**config.mk**
```make
export PLATFORM = sky130hd
export DESIGN_NAME = quantized_conv_mac_rescale_top
export DESIGN_NICKNAME = d
export VERILOG_FILES = /design/src/rtl/qcmr_pkg.sv /design/src/rtl/qcmr_rescale.sv /design/src/rtl/quantized_conv_mac_rescale_top.sv
export SDC_FILE = /design/constraint.sdc
export NUM_CORES = 2
export LEC_CHECK = 0
export ABC_CLOCK_PERIOD_IN_PS = 11070
export BUFFER_PORTS_ARGS = -buffer_cell sky130_fd_sc_hd__buf_2
export CAP_MARGIN = 30
export CORE_ASPECT_RATIO = 0.8
export CORE_MARGIN = 2
export CORE_UTILIZATION = 59
export DETAILED_ROUTE_END_ITERATION = 6
export PLACE_DENSITY = 0.88
export SETUP_SLACK_MARGIN = 0.02
export SLEW_MARGIN = 20
export SYNTH_ARGS = -nofsm -noshare
export SYNTH_HDL_FRONTEND = slang
export SYNTH_SLANG_ARGS = --single-unit
```
**constraint.sdc**
```tcl
create_clock -name clock -period 11.07 [get_ports clock]
set_clock_uncertainty 0.2 [all_clocks]
set_input_delay 0.5535 -clock clock [delete_from_list [all_inputs] [get_ports clock]]
set_output_delay 0.5535 -clock clock [all_outputs]
set_load 0.005 [all_outputs]
```
**src/rtl/qcmr_pkg.sv**
```systemverilog
package qcmr_pkg;

   // word field widths
   localparam int DATA_W    = 16;
   localparam int PROD_W    = 2 * DATA_W;
   localparam int SUM_W     = 40;
   localparam int FRAC_W    = 5;

   // longest term group that the random test sends
   localparam int TERMS_MAX = 16;

   // rescale datapath: shift amount is a signed count, magnitude clamped
   localparam int SHIFT_W       = 7;
   localparam int MAG_W         = 5;
   localparam int SHIFT_CAP     = 30;
   localparam int LSH_LIMIT_LOG = 50;
   localparam int SCALE_W       = LSH_LIMIT_LOG + 2;
   localparam int TOTAL_W       = SCALE_W + 1;

   // int16 saturation bounds
   localparam int RES_MAX = 32767;
   localparam int RES_MIN = -32768;

   // configuration register indexes
   localparam int CSR_INDEX_W = 2;

   typedef enum logic [CSR_INDEX_W-1:0] {
      CSR_WEIGHT_FRAC  = 2'd0,
      CSR_ACT_IN_FRAC  = 2'd1,
      CSR_ACT_OUT_FRAC = 2'd2,
      CSR_BIAS_FRAC    = 2'd3
   } csr_index_type;

   typedef logic signed [SCALE_W-1:0] scale_type;
   typedef logic signed [SHIFT_W-1:0] shift_type;

endpackage

```
**src/rtl/qcmr_rescale.sv**
```systemverilog
module qcmr_rescale
   import qcmr_pkg::*;
(
   input  scale_type x,
   input  shift_type sh,
   output scale_type y
);

   localparam scale_type LSH_LIMIT = SCALE_W'(1) << LSH_LIMIT_LOG;

   logic      right;
   shift_type mag_full;
   logic [MAG_W-1:0] mag;
   scale_type half;
   scale_type rounded;
   scale_type lim;

   // clamp the shift magnitude
   always_comb begin
      right    = (sh > shift_type'(0));
      mag_full = right ? sh : -sh;
      mag      = (mag_full > SHIFT_W'(SHIFT_CAP)) ? MAG_W'(SHIFT_CAP) : mag_full[MAG_W-1:0];
   end

   // right shift rounds half up, left shift saturates at the limit
   always_comb begin
      half    = SCALE_W'(1) << (mag - MAG_W'(1));
      rounded = x + half;
      lim     = LSH_LIMIT >>> mag;
      if (right) begin
         y = rounded >>> mag;
      end else if (x > lim) begin
         y = LSH_LIMIT;
      end else if (x < -lim) begin
         y = -LSH_LIMIT;
      end else begin
         y = x <<< mag;
      end
   end

endmodule

```
**src/rtl/quantized_conv_mac_rescale_top.sv**
```systemverilog
// channel | direction | handshake             | payload
// req     | in        | req_valid / req_ready | weight, activation, flags, bias, prior
// rsp     | out       | rsp_valid / rsp_ready | result
// csr     | in        | csr_wr_en             | csr_index, csr_wdata
//
// one word accepted per cycle while req_ready is high; five register stages:
// input, product, running sum, rescale, output, the last of which drives rsp
// words that are not marked last leave no result and drain after the sum stage
// reset is synchronous and clears the valid bits, the running sum and the csrs
// a stalled rsp backs up stage by stage; bubbles ahead of it keep taking words
module quantized_conv_mac_rescale_top
   import qcmr_pkg::*;
(
   input  logic                     clock,
   input  logic                     reset,

   input  logic                     req_valid,
   output logic                     req_ready,
   input  logic signed [DATA_W-1:0] req_weight,
   input  logic signed [DATA_W-1:0] req_activation,
   input  logic                     req_first_term,
   input  logic                     req_last_term,
   input  logic                     req_use_bias,
   input  logic signed [DATA_W-1:0] req_bias,
   input  logic signed [DATA_W-1:0] req_prior_output,

   output logic                     rsp_valid,
   input  logic                     rsp_ready,
   output logic signed [DATA_W-1:0] rsp_result,

   input  logic                     csr_wr_en,
   input  logic [CSR_INDEX_W-1:0]   csr_index,
   input  logic [FRAC_W-1:0]        csr_wdata
);

   // configuration registers
   logic [FRAC_W-1:0] weight_frac_ff;
   logic [FRAC_W-1:0] act_in_frac_ff;
   logic [FRAC_W-1:0] act_out_frac_ff;
   logic [FRAC_W-1:0] bias_frac_ff;

   always_ff @(posedge clock) begin
      if (reset) begin
         weight_frac_ff  <= '0;
         act_in_frac_ff  <= '0;
         act_out_frac_ff <= '0;
         bias_frac_ff    <= '0;
      end else if (csr_wr_en) begin
         case (csr_index_type'(csr_index))
            CSR_WEIGHT_FRAC:  weight_frac_ff  <= csr_wdata;
            CSR_ACT_IN_FRAC:  act_in_frac_ff  <= csr_wdata;
            CSR_ACT_OUT_FRAC: act_out_frac_ff <= csr_wdata;
            CSR_BIAS_FRAC:    bias_frac_ff    <= csr_wdata;
            default: ;
         endcase
      end
   end

   // shift amounts, positive means right
   shift_type out_sh;
   shift_type bias_sh;

   assign out_sh  = shift_type'({2'b00, act_in_frac_ff}) + shift_type'({2'b00, weight_frac_ff})
                  - shift_type'({2'b00, act_out_frac_ff});
   assign bias_sh = shift_type'({2'b00, bias_frac_ff}) - shift_type'({2'b00, act_out_frac_ff});

   // stage registers
   logic                     s1_v_ff, s2_v_ff, s3_v_ff, s4_v_ff, out_v_ff;
   logic signed [DATA_W-1:0] s1_weight_ff, s1_act_ff, s1_bias_ff, s1_prior_ff;
   logic                     s1_first_ff, s1_last_ff, s1_use_bias_ff;
   logic signed [PROD_W-1:0] s2_prod_ff;
   logic signed [DATA_W-1:0] s2_bias_ff, s2_prior_ff;
   logic                     s2_first_ff, s2_last_ff, s2_use_bias_ff;
   logic signed [SUM_W-1:0]  run_ff;
   logic signed [DATA_W-1:0] s3_bias_ff, s3_prior_ff;
   logic                     s3_last_ff, s3_use_bias_ff;
   scale_type                s4_scaled_ff, s4_base_ff;
   logic signed [DATA_W-1:0] result_ff;

   // stage advance chain, back from the output register
   logic out_adv, s4_adv, s3_adv, s2_adv, s1_adv;

   assign out_adv   = !out_v_ff || rsp_ready;
   assign s4_adv    = !s4_v_ff || out_adv;
   assign s3_adv    = !s3_v_ff || !s3_last_ff || s4_adv;
   assign s2_adv    = !s2_v_ff || s3_adv;
   assign s1_adv    = !s1_v_ff || s2_adv;
   assign req_ready = s1_adv;

   // datapath next values
   logic signed [PROD_W-1:0] prod_in;
   logic signed [SUM_W-1:0]  run_in;
   scale_type                sum_scaled, bias_scaled, base_in;
   logic signed [TOTAL_W-1:0] total;
   logic signed [DATA_W-1:0] result_in;

   assign prod_in = s1_weight_ff * s1_act_ff;
   assign run_in  = (s2_first_ff ? SUM_W'(0) : run_ff) + SUM_W'(s2_prod_ff);

   qcmr_rescale u_sum_rescale (
      .x  (SCALE_W'(run_ff)),
      .sh (out_sh),
      .y  (sum_scaled)
   );

   qcmr_rescale u_bias_rescale (
      .x  (SCALE_W'(s3_bias_ff)),
      .sh (bias_sh),
      .y  (bias_scaled)
   );

   assign base_in = s3_use_bias_ff ? bias_scaled : SCALE_W'(s3_prior_ff);

   // add base and saturate to int16
   always_comb begin
      total = TOTAL_W'(s4_scaled_ff) + TOTAL_W'(s4_base_ff);
      if (total > TOTAL_W'(RES_MAX)) begin
         result_in = DATA_W'(RES_MAX);
      end else if (total < TOTAL_W'(RES_MIN)) begin
         result_in = DATA_W'(RES_MIN);
      end else begin
         result_in = total[DATA_W-1:0];
      end
   end

   // valid bits and running sum
   always_ff @(posedge clock) begin
      if (reset) begin
         s1_v_ff  <= 1'b0;
         s2_v_ff  <= 1'b0;
         s3_v_ff  <= 1'b0;
         s4_v_ff  <= 1'b0;
         out_v_ff <= 1'b0;
         run_ff   <= '0;
      end else begin
         if (s1_adv)  s1_v_ff  <= req_valid;
         if (s2_adv)  s2_v_ff  <= s1_v_ff;
         if (s3_adv)  s3_v_ff  <= s2_v_ff;
         if (s4_adv)  s4_v_ff  <= s3_v_ff && s3_last_ff;
         if (out_adv) out_v_ff <= s4_v_ff;
         if (s3_adv && s2_v_ff) run_ff <= run_in;
      end
   end

   // payload registers
   always_ff @(posedge clock) begin
      if (s1_adv && req_valid) begin
         s1_weight_ff   <= req_weight;
         s1_act_ff      <= req_activation;
         s1_first_ff    <= req_first_term;
         s1_last_ff     <= req_last_term;
         s1_use_bias_ff <= req_use_bias;
         s1_bias_ff     <= req_bias;
         s1_prior_ff    <= req_prior_output;
      end
      if (s2_adv && s1_v_ff) begin
         s2_prod_ff     <= prod_in;
         s2_first_ff    <= s1_first_ff;
         s2_last_ff     <= s1_last_ff;
         s2_use_bias_ff <= s1_use_bias_ff;
         s2_bias_ff     <= s1_bias_ff;
         s2_prior_ff    <= s1_prior_ff;
      end
      if (s3_adv && s2_v_ff) begin
         s3_last_ff     <= s2_last_ff;
         s3_use_bias_ff <= s2_use_bias_ff;
         s3_bias_ff     <= s2_bias_ff;
         s3_prior_ff    <= s2_prior_ff;
      end
      if (s4_adv && s3_v_ff && s3_last_ff) begin
         s4_scaled_ff <= sum_scaled;
         s4_base_ff   <= base_in;
      end
      if (out_adv && s4_v_ff) begin
         result_ff <= result_in;
      end
   end

   assign rsp_valid  = out_v_ff;
   assign rsp_result = result_ff;

   // only a last word may fill the rescale stage
   a_s4_from_last: assert property (@(posedge clock) disable iff (reset)
      $rose(s4_v_ff) |-> $past(s3_v_ff && s3_last_ff))
      else $error("rescale stage filled by a word not marked last");

   // the running sum moves only when a term enters the sum stage
   a_run_stable: assert property (@(posedge clock) disable iff (reset)
      !(s3_adv && s2_v_ff) |=> $stable(run_ff))
      else $error("running sum changed without a term");

   // a blocked rescale stage keeps its contents
   a_s4_hold: assert property (@(posedge clock) disable iff (reset)
      (s4_v_ff && !out_adv) |=> (s4_v_ff && $stable(s4_scaled_ff) && $stable(s4_base_ff)))
      else $error("rescale stage overwritten while blocked");

endmodule

```
==> summary.md <==
| Metric | Value |
|---|---|
| Top-area cell type share of the netlist area | `~19%` |
| Starting Density | `between 50 and 60%` |
| DR vias/cell | `6.98` |
| Worst hold path type | `input port to register` |
| CTS buffer count | `40` |
| Tot GR Track Use | `between 40% and 50%` |
| End point of the worst hold path | `s1_v_ff$_SDFFE_PP0N_` |
| Largest net degree at the start of global routing | `85` |
| Die area | `between 80000 and 90000 sq um` |
| Post-Syn Area | `approximately 47000 sq um` |
| Post-Syn Instances | `~5600` |
| Synth Flop Type | `edfxtp_1` |
| Via count | `46400` |
| FF-to-FF path depth | `25` |
| Adder-cell share of the synthesized area | `around 22%` |
| Remaining antenna violation count | `0` |
| Clock Sinks | `~350` |
| Simple-Gate Fraction of Synth Area | `a little under a fifth` |
| Htree depth | `2` |
| Placed cell area | `48000 sq um` |
| Max Cap Viol | `0` |
| Synth top cells by count | `nand2_1, a21oi_1, inv_1` |
| Post-synth cell types | `102` |
| Int Pwr | `around 0.0077 W` |
| Num rows | `92` |
| DR iter-0 viols | `about 7400` |
| Share of layout cells above drive strength 1 | `7.10%` |
| Sequential fraction of the synthesis area | `21.4%` |
| Die Y | `255 um` |
| Hold Fails Final Rpt | `0` |
| DRC viols | `7` |
| Unrepaired setup endpoints after global routing | `false` |
| Yosys top cell by area | `edfxtp_1` |
| XOR/XNOR share of the synthesized area | `3.59%` |
| Main combinational cell family by area after synthesis | `compound AO/OA/AOI/OAI gates` |
| Relative slew slack | `29.0%` |
| Critical R2R Launch | `act_out_frac_ff[0]$_SDFFE_PP0P_` |
| Setup_tns | `0 ns` |
| Failing checks | `DRC` |
| Peak VDD IR | `roughly 0.62 mV` |
| Status | `finished, violations left` |
| Worst-Margin Slew | `approximately 1.1 ns` |
| Register bit total from synthesis | `around 350` |
| Final std cell area, no fill | `roughly 50000 sq um` |
| Seq pwr share | `approximately an eighth` |
| Worst EP arrival | `10.36 ns` |
| Final period utilization | `just over 90%` |
| Combinational power share | `between 70% and 80%` |
| Most numerous cell in the Yosys netlist | `nand2_1` |
| # diodes | `0` |
| Final setup violation count | `0` |
| Max clock buf depth | `3` |
| Achievable frequency | `0.0988 GHz` |
| Setup crit end kind | `register` |
| Synthesized area per cell | `8.35 sq um` |
| Crit path max fanout | `15` |
| EDFF count, synth | `between 200 and 300` |
| Hold Path Depth | `3` |
| Net Sw Frac | `between 50% and 60%` |
| Port Buf Inserts | `96` |
| Wirelength per Cell | `around 27 um` |
| Leak Pwr | `21.6 nW` |
| Nets | `around 6300` |
| Syn-to-layout area delta | `7.52%` |
| Sw power | `between 0.008 and 0.009 W` |
| Pwr Density | `between 300 and 400 nW/um^2` |
| Worst reg2reg setup slack | `about 0.95 ns` |
| Post-layout instance count excluding filler cells | `6656` |
| CP Class | `register to register` |
| Vias in the first global route | `43100` |
| Remaining Overflow, GRT | `0` |
| Async S/R FF share, synth | `0%` |
| R2r endpoint | `s4_base_ff[21]$_DFFE_PP_` |
| Io pins | `97` |
| CTS tree | `yes` |
| Top cells by area, synth | `edfxtp_1, fa_1, ha_1, nand2_1, mux2i_1` |
| Tot Pwr | `0.0163 W` |
| Chip width | `around 320 um` |
| PostCTS Resize Cnt | `0` |
| Yosys warns | `0` |
| Final core utilization | `between 60% and 70%` |
| Drt first pass iters | `7` |
| Clock power share | `8.3%` |
| Root buf cell | `clkbuf_16` |
| DP HPWL | `between 100000 and 150000 um` |
| First-pass GRT wire length | `approximately 260000 um` |
| WP data required | `11.30 ns` |
| Drt total wl | `around 180000 um` |
| Mux share of post-synthesis cell area | `roughly 6.7%` |
| Setup crit start kind | `register` |
| Compound-gate portion of the synthesized area | `22.2%` |
| Inst Count DP | `roughly 6500` |
| Initial antenna violation count | `8` |
| GP Congestion | `around 1.1` |
| FILL cells | `6370` |
| Final min period | `10.12 ns` |
| Hold Path Origin | `req_valid` |
| Register area | `slightly below 10000 sq um` |
| Final slew viol count | `0` |
| Worst-path clk slew | `approximately 0.060 ns` |
| Area of the multi-input gates | `34000 sq um` |
| Worst-skew pair later-pin latency | `roughly 0.63 ns` |
| Core Footprint | `about 78000 sq um` |
[routing by layer]
metal / up-vias / GRT usage [%] / share of wire (%)
li1: 20200 / - / -
met1: 21900 / 58.4 / 40
met2: 3621 / 60.4 / 40
met4: 8 / 17.3 / 5.2
met3: 737 / 14.4 / 15
met5: - / 0 / 0.044
[power by group through the flow]
stage	logic (W)	registers (W)	clock network, W
after global routing	0.0139	0.00217	0.00141
after CTS	0.0123	0.00216	0.00135
final	0.0128	0.00217	0.00136
after global placement	0.0118	0.00218	0
after detailed placement	0.0122	0.00218	0
after floorplan	0.00918	0.00211	0
[final cells by class]
class / instances / area share, %
clock buffers: 41 / 2.01
clock inverters: 33 / 0.533
inverters: 432 / 3.24
multi-input cells: 4504 / 67.9
flip-flops and latches: 353 / 19.9
well taps: 1034 / 2.59
repair buffers: 259 / 3.85
[placed cells by master, fill, tap and decap left out, types with 26 or more instances in the layout]
| cell type | synthesis | layout |
|---|---|---|
| o21ai_0 | 242 | 241 |
| fa_1 | 272 | 272 |
| nor2_1 | 397 | 397 |
| a211o_1 | 30 | 29 |
| o22ai_1 | 39 | 39 |
| a21o_1 | 141 | 140 |
| a31oi_1 | 58 | 57 |
| o221ai_1 | 27 | 27 |
| xnor2_1 | 133 | 133 |
| xor2_1 | 52 | 52 |
| and3_1 | 40 | 39 |
| o211ai_1 | 80 | 80 |
| nor3_1 | 129 | 128 |
| clkbuf_16 | 0 | 40 |
| mux2_2 | 59 | 59 |
| buf_2 | 32 | 98 |
| and2_1 | 121 | 121 |
| a21oi_1 | 438 | 436 |
| dfxtp_1 | 65 | 65 |
| ha_1 | 378 | 378 |
| a211oi_1 | 78 | 77 |
| edfxtp_1 | 288 | 288 |
| dlygate4sd3_1 | 0 | 67 |
| a221oi_1 | 26 | 26 |
| nand3_1 | 144 | 142 |
| inv_1 | 426 | 426 |
| o21a_1 | 48 | 48 |
| mux2i_1 | 242 | 242 |
| buf_4 | 5 | 86 |
| nand2_1 | 650 | 650 |
| a22oi_1 | 34 | 34 |
| o21bai_1 | 28 | 28 |
| nand4_1 | 68 | 68 |
| or3_1 | 33 | 33 |
| nor2b_1 | 67 | 67 |
| nand2b_1 | 53 | 53 |
[worst max-delay path: stages, from the launching register on]
cell	delay (ns)
dfxtp_1	0.37
ha_1	0.35
inv_1	0.11
fa_1	0.47
xnor2_2	0.45
nand3_1	0.46
a31oi_1	0.59
nand3_2	0.18
nand2_1	0.41
clkinv_1	0.50
ha_1	0.84
nand2_1	0.35
nor2_1	0.19
ha_1	0.35
a211oi_1	0.38
o211ai_1	0.16
a21oi_1	0.48
nand3_1	0.31
a21oi_1	0.36
nand2_1	0.49
nor2_1	0.55
a2bb2oi_1	0.15
o32ai_1	0.33
nand2_1	0.29
o31ai_1	0.30
a211o_1	0.28
[cells by family (layout without fill, tap and decap cells)]
logic type                 count (synthesis)  in the layout
DFF                                      353            353
and+or+nand+nor                         1814           1814
muxes                                    302            302
AOI/OAI and AO/OA                       1545           1545
buffers and inverters                    720            765
xor gates and xnor gates                 188            188
adders and majority gates                651            651
other                                      1              4
[repair_timing]
action	CTS	global route
endpoints found under the hold margin	67	0
hold buffers	67	0
buffers inserted	0	0
[registers in the layout, summed over array words and instances (netlist names), 16 cells and up]
register	flops
s4_base_ff	52
s3_bias_ff	16
s2_prior_ff	16
s4_scaled_ff	52
run_ff	40
s2_bias_ff	16
s1_act_ff	16
s1_prior_ff	16
s1_weight_ff	16
s2_prod_ff	32
s1_bias_ff	16
s3_prior_ff	16
rsp_result	16
[stage by stage]
stage                     worst slack, ns  hold slack (ns)
after detailed placement             1.59            0.205
after global routing                0.673           0.0536
after global placement               1.74            0.201
final                               0.946           0.0400
after CTS                            1.56           0.0129
after floorplan                      3.25            0.200
[worst max-delay path by stage]
stage	from	endpoint	slack, ns	cells past startpoint
after floorplan	act_out_frac_ff[0]$_SDFFE_PP0P_	s4_base_ff[3]$_DFFE_PP_	3.25	29
after global placement	act_out_frac_ff[0]$_SDFFE_PP0P_	s4_base_ff[3]$_DFFE_PP_	1.74	25
after detailed placement	act_out_frac_ff[0]$_SDFFE_PP0P_	s4_base_ff[3]$_DFFE_PP_	1.59	25
after CTS	act_out_frac_ff[0]$_SDFFE_PP0P_	s4_base_ff[3]$_DFFE_PP_	1.56	25
after global routing	act_out_frac_ff[0]$_SDFFE_PP0P_	s4_base_ff[3]$_DFFE_PP_	0.67	26
final	act_out_frac_ff[0]$_SDFFE_PP0P_	s4_base_ff[21]$_DFFE_PP_	0.95	25
Note: power is estimated with default switching activity, not from simulation.
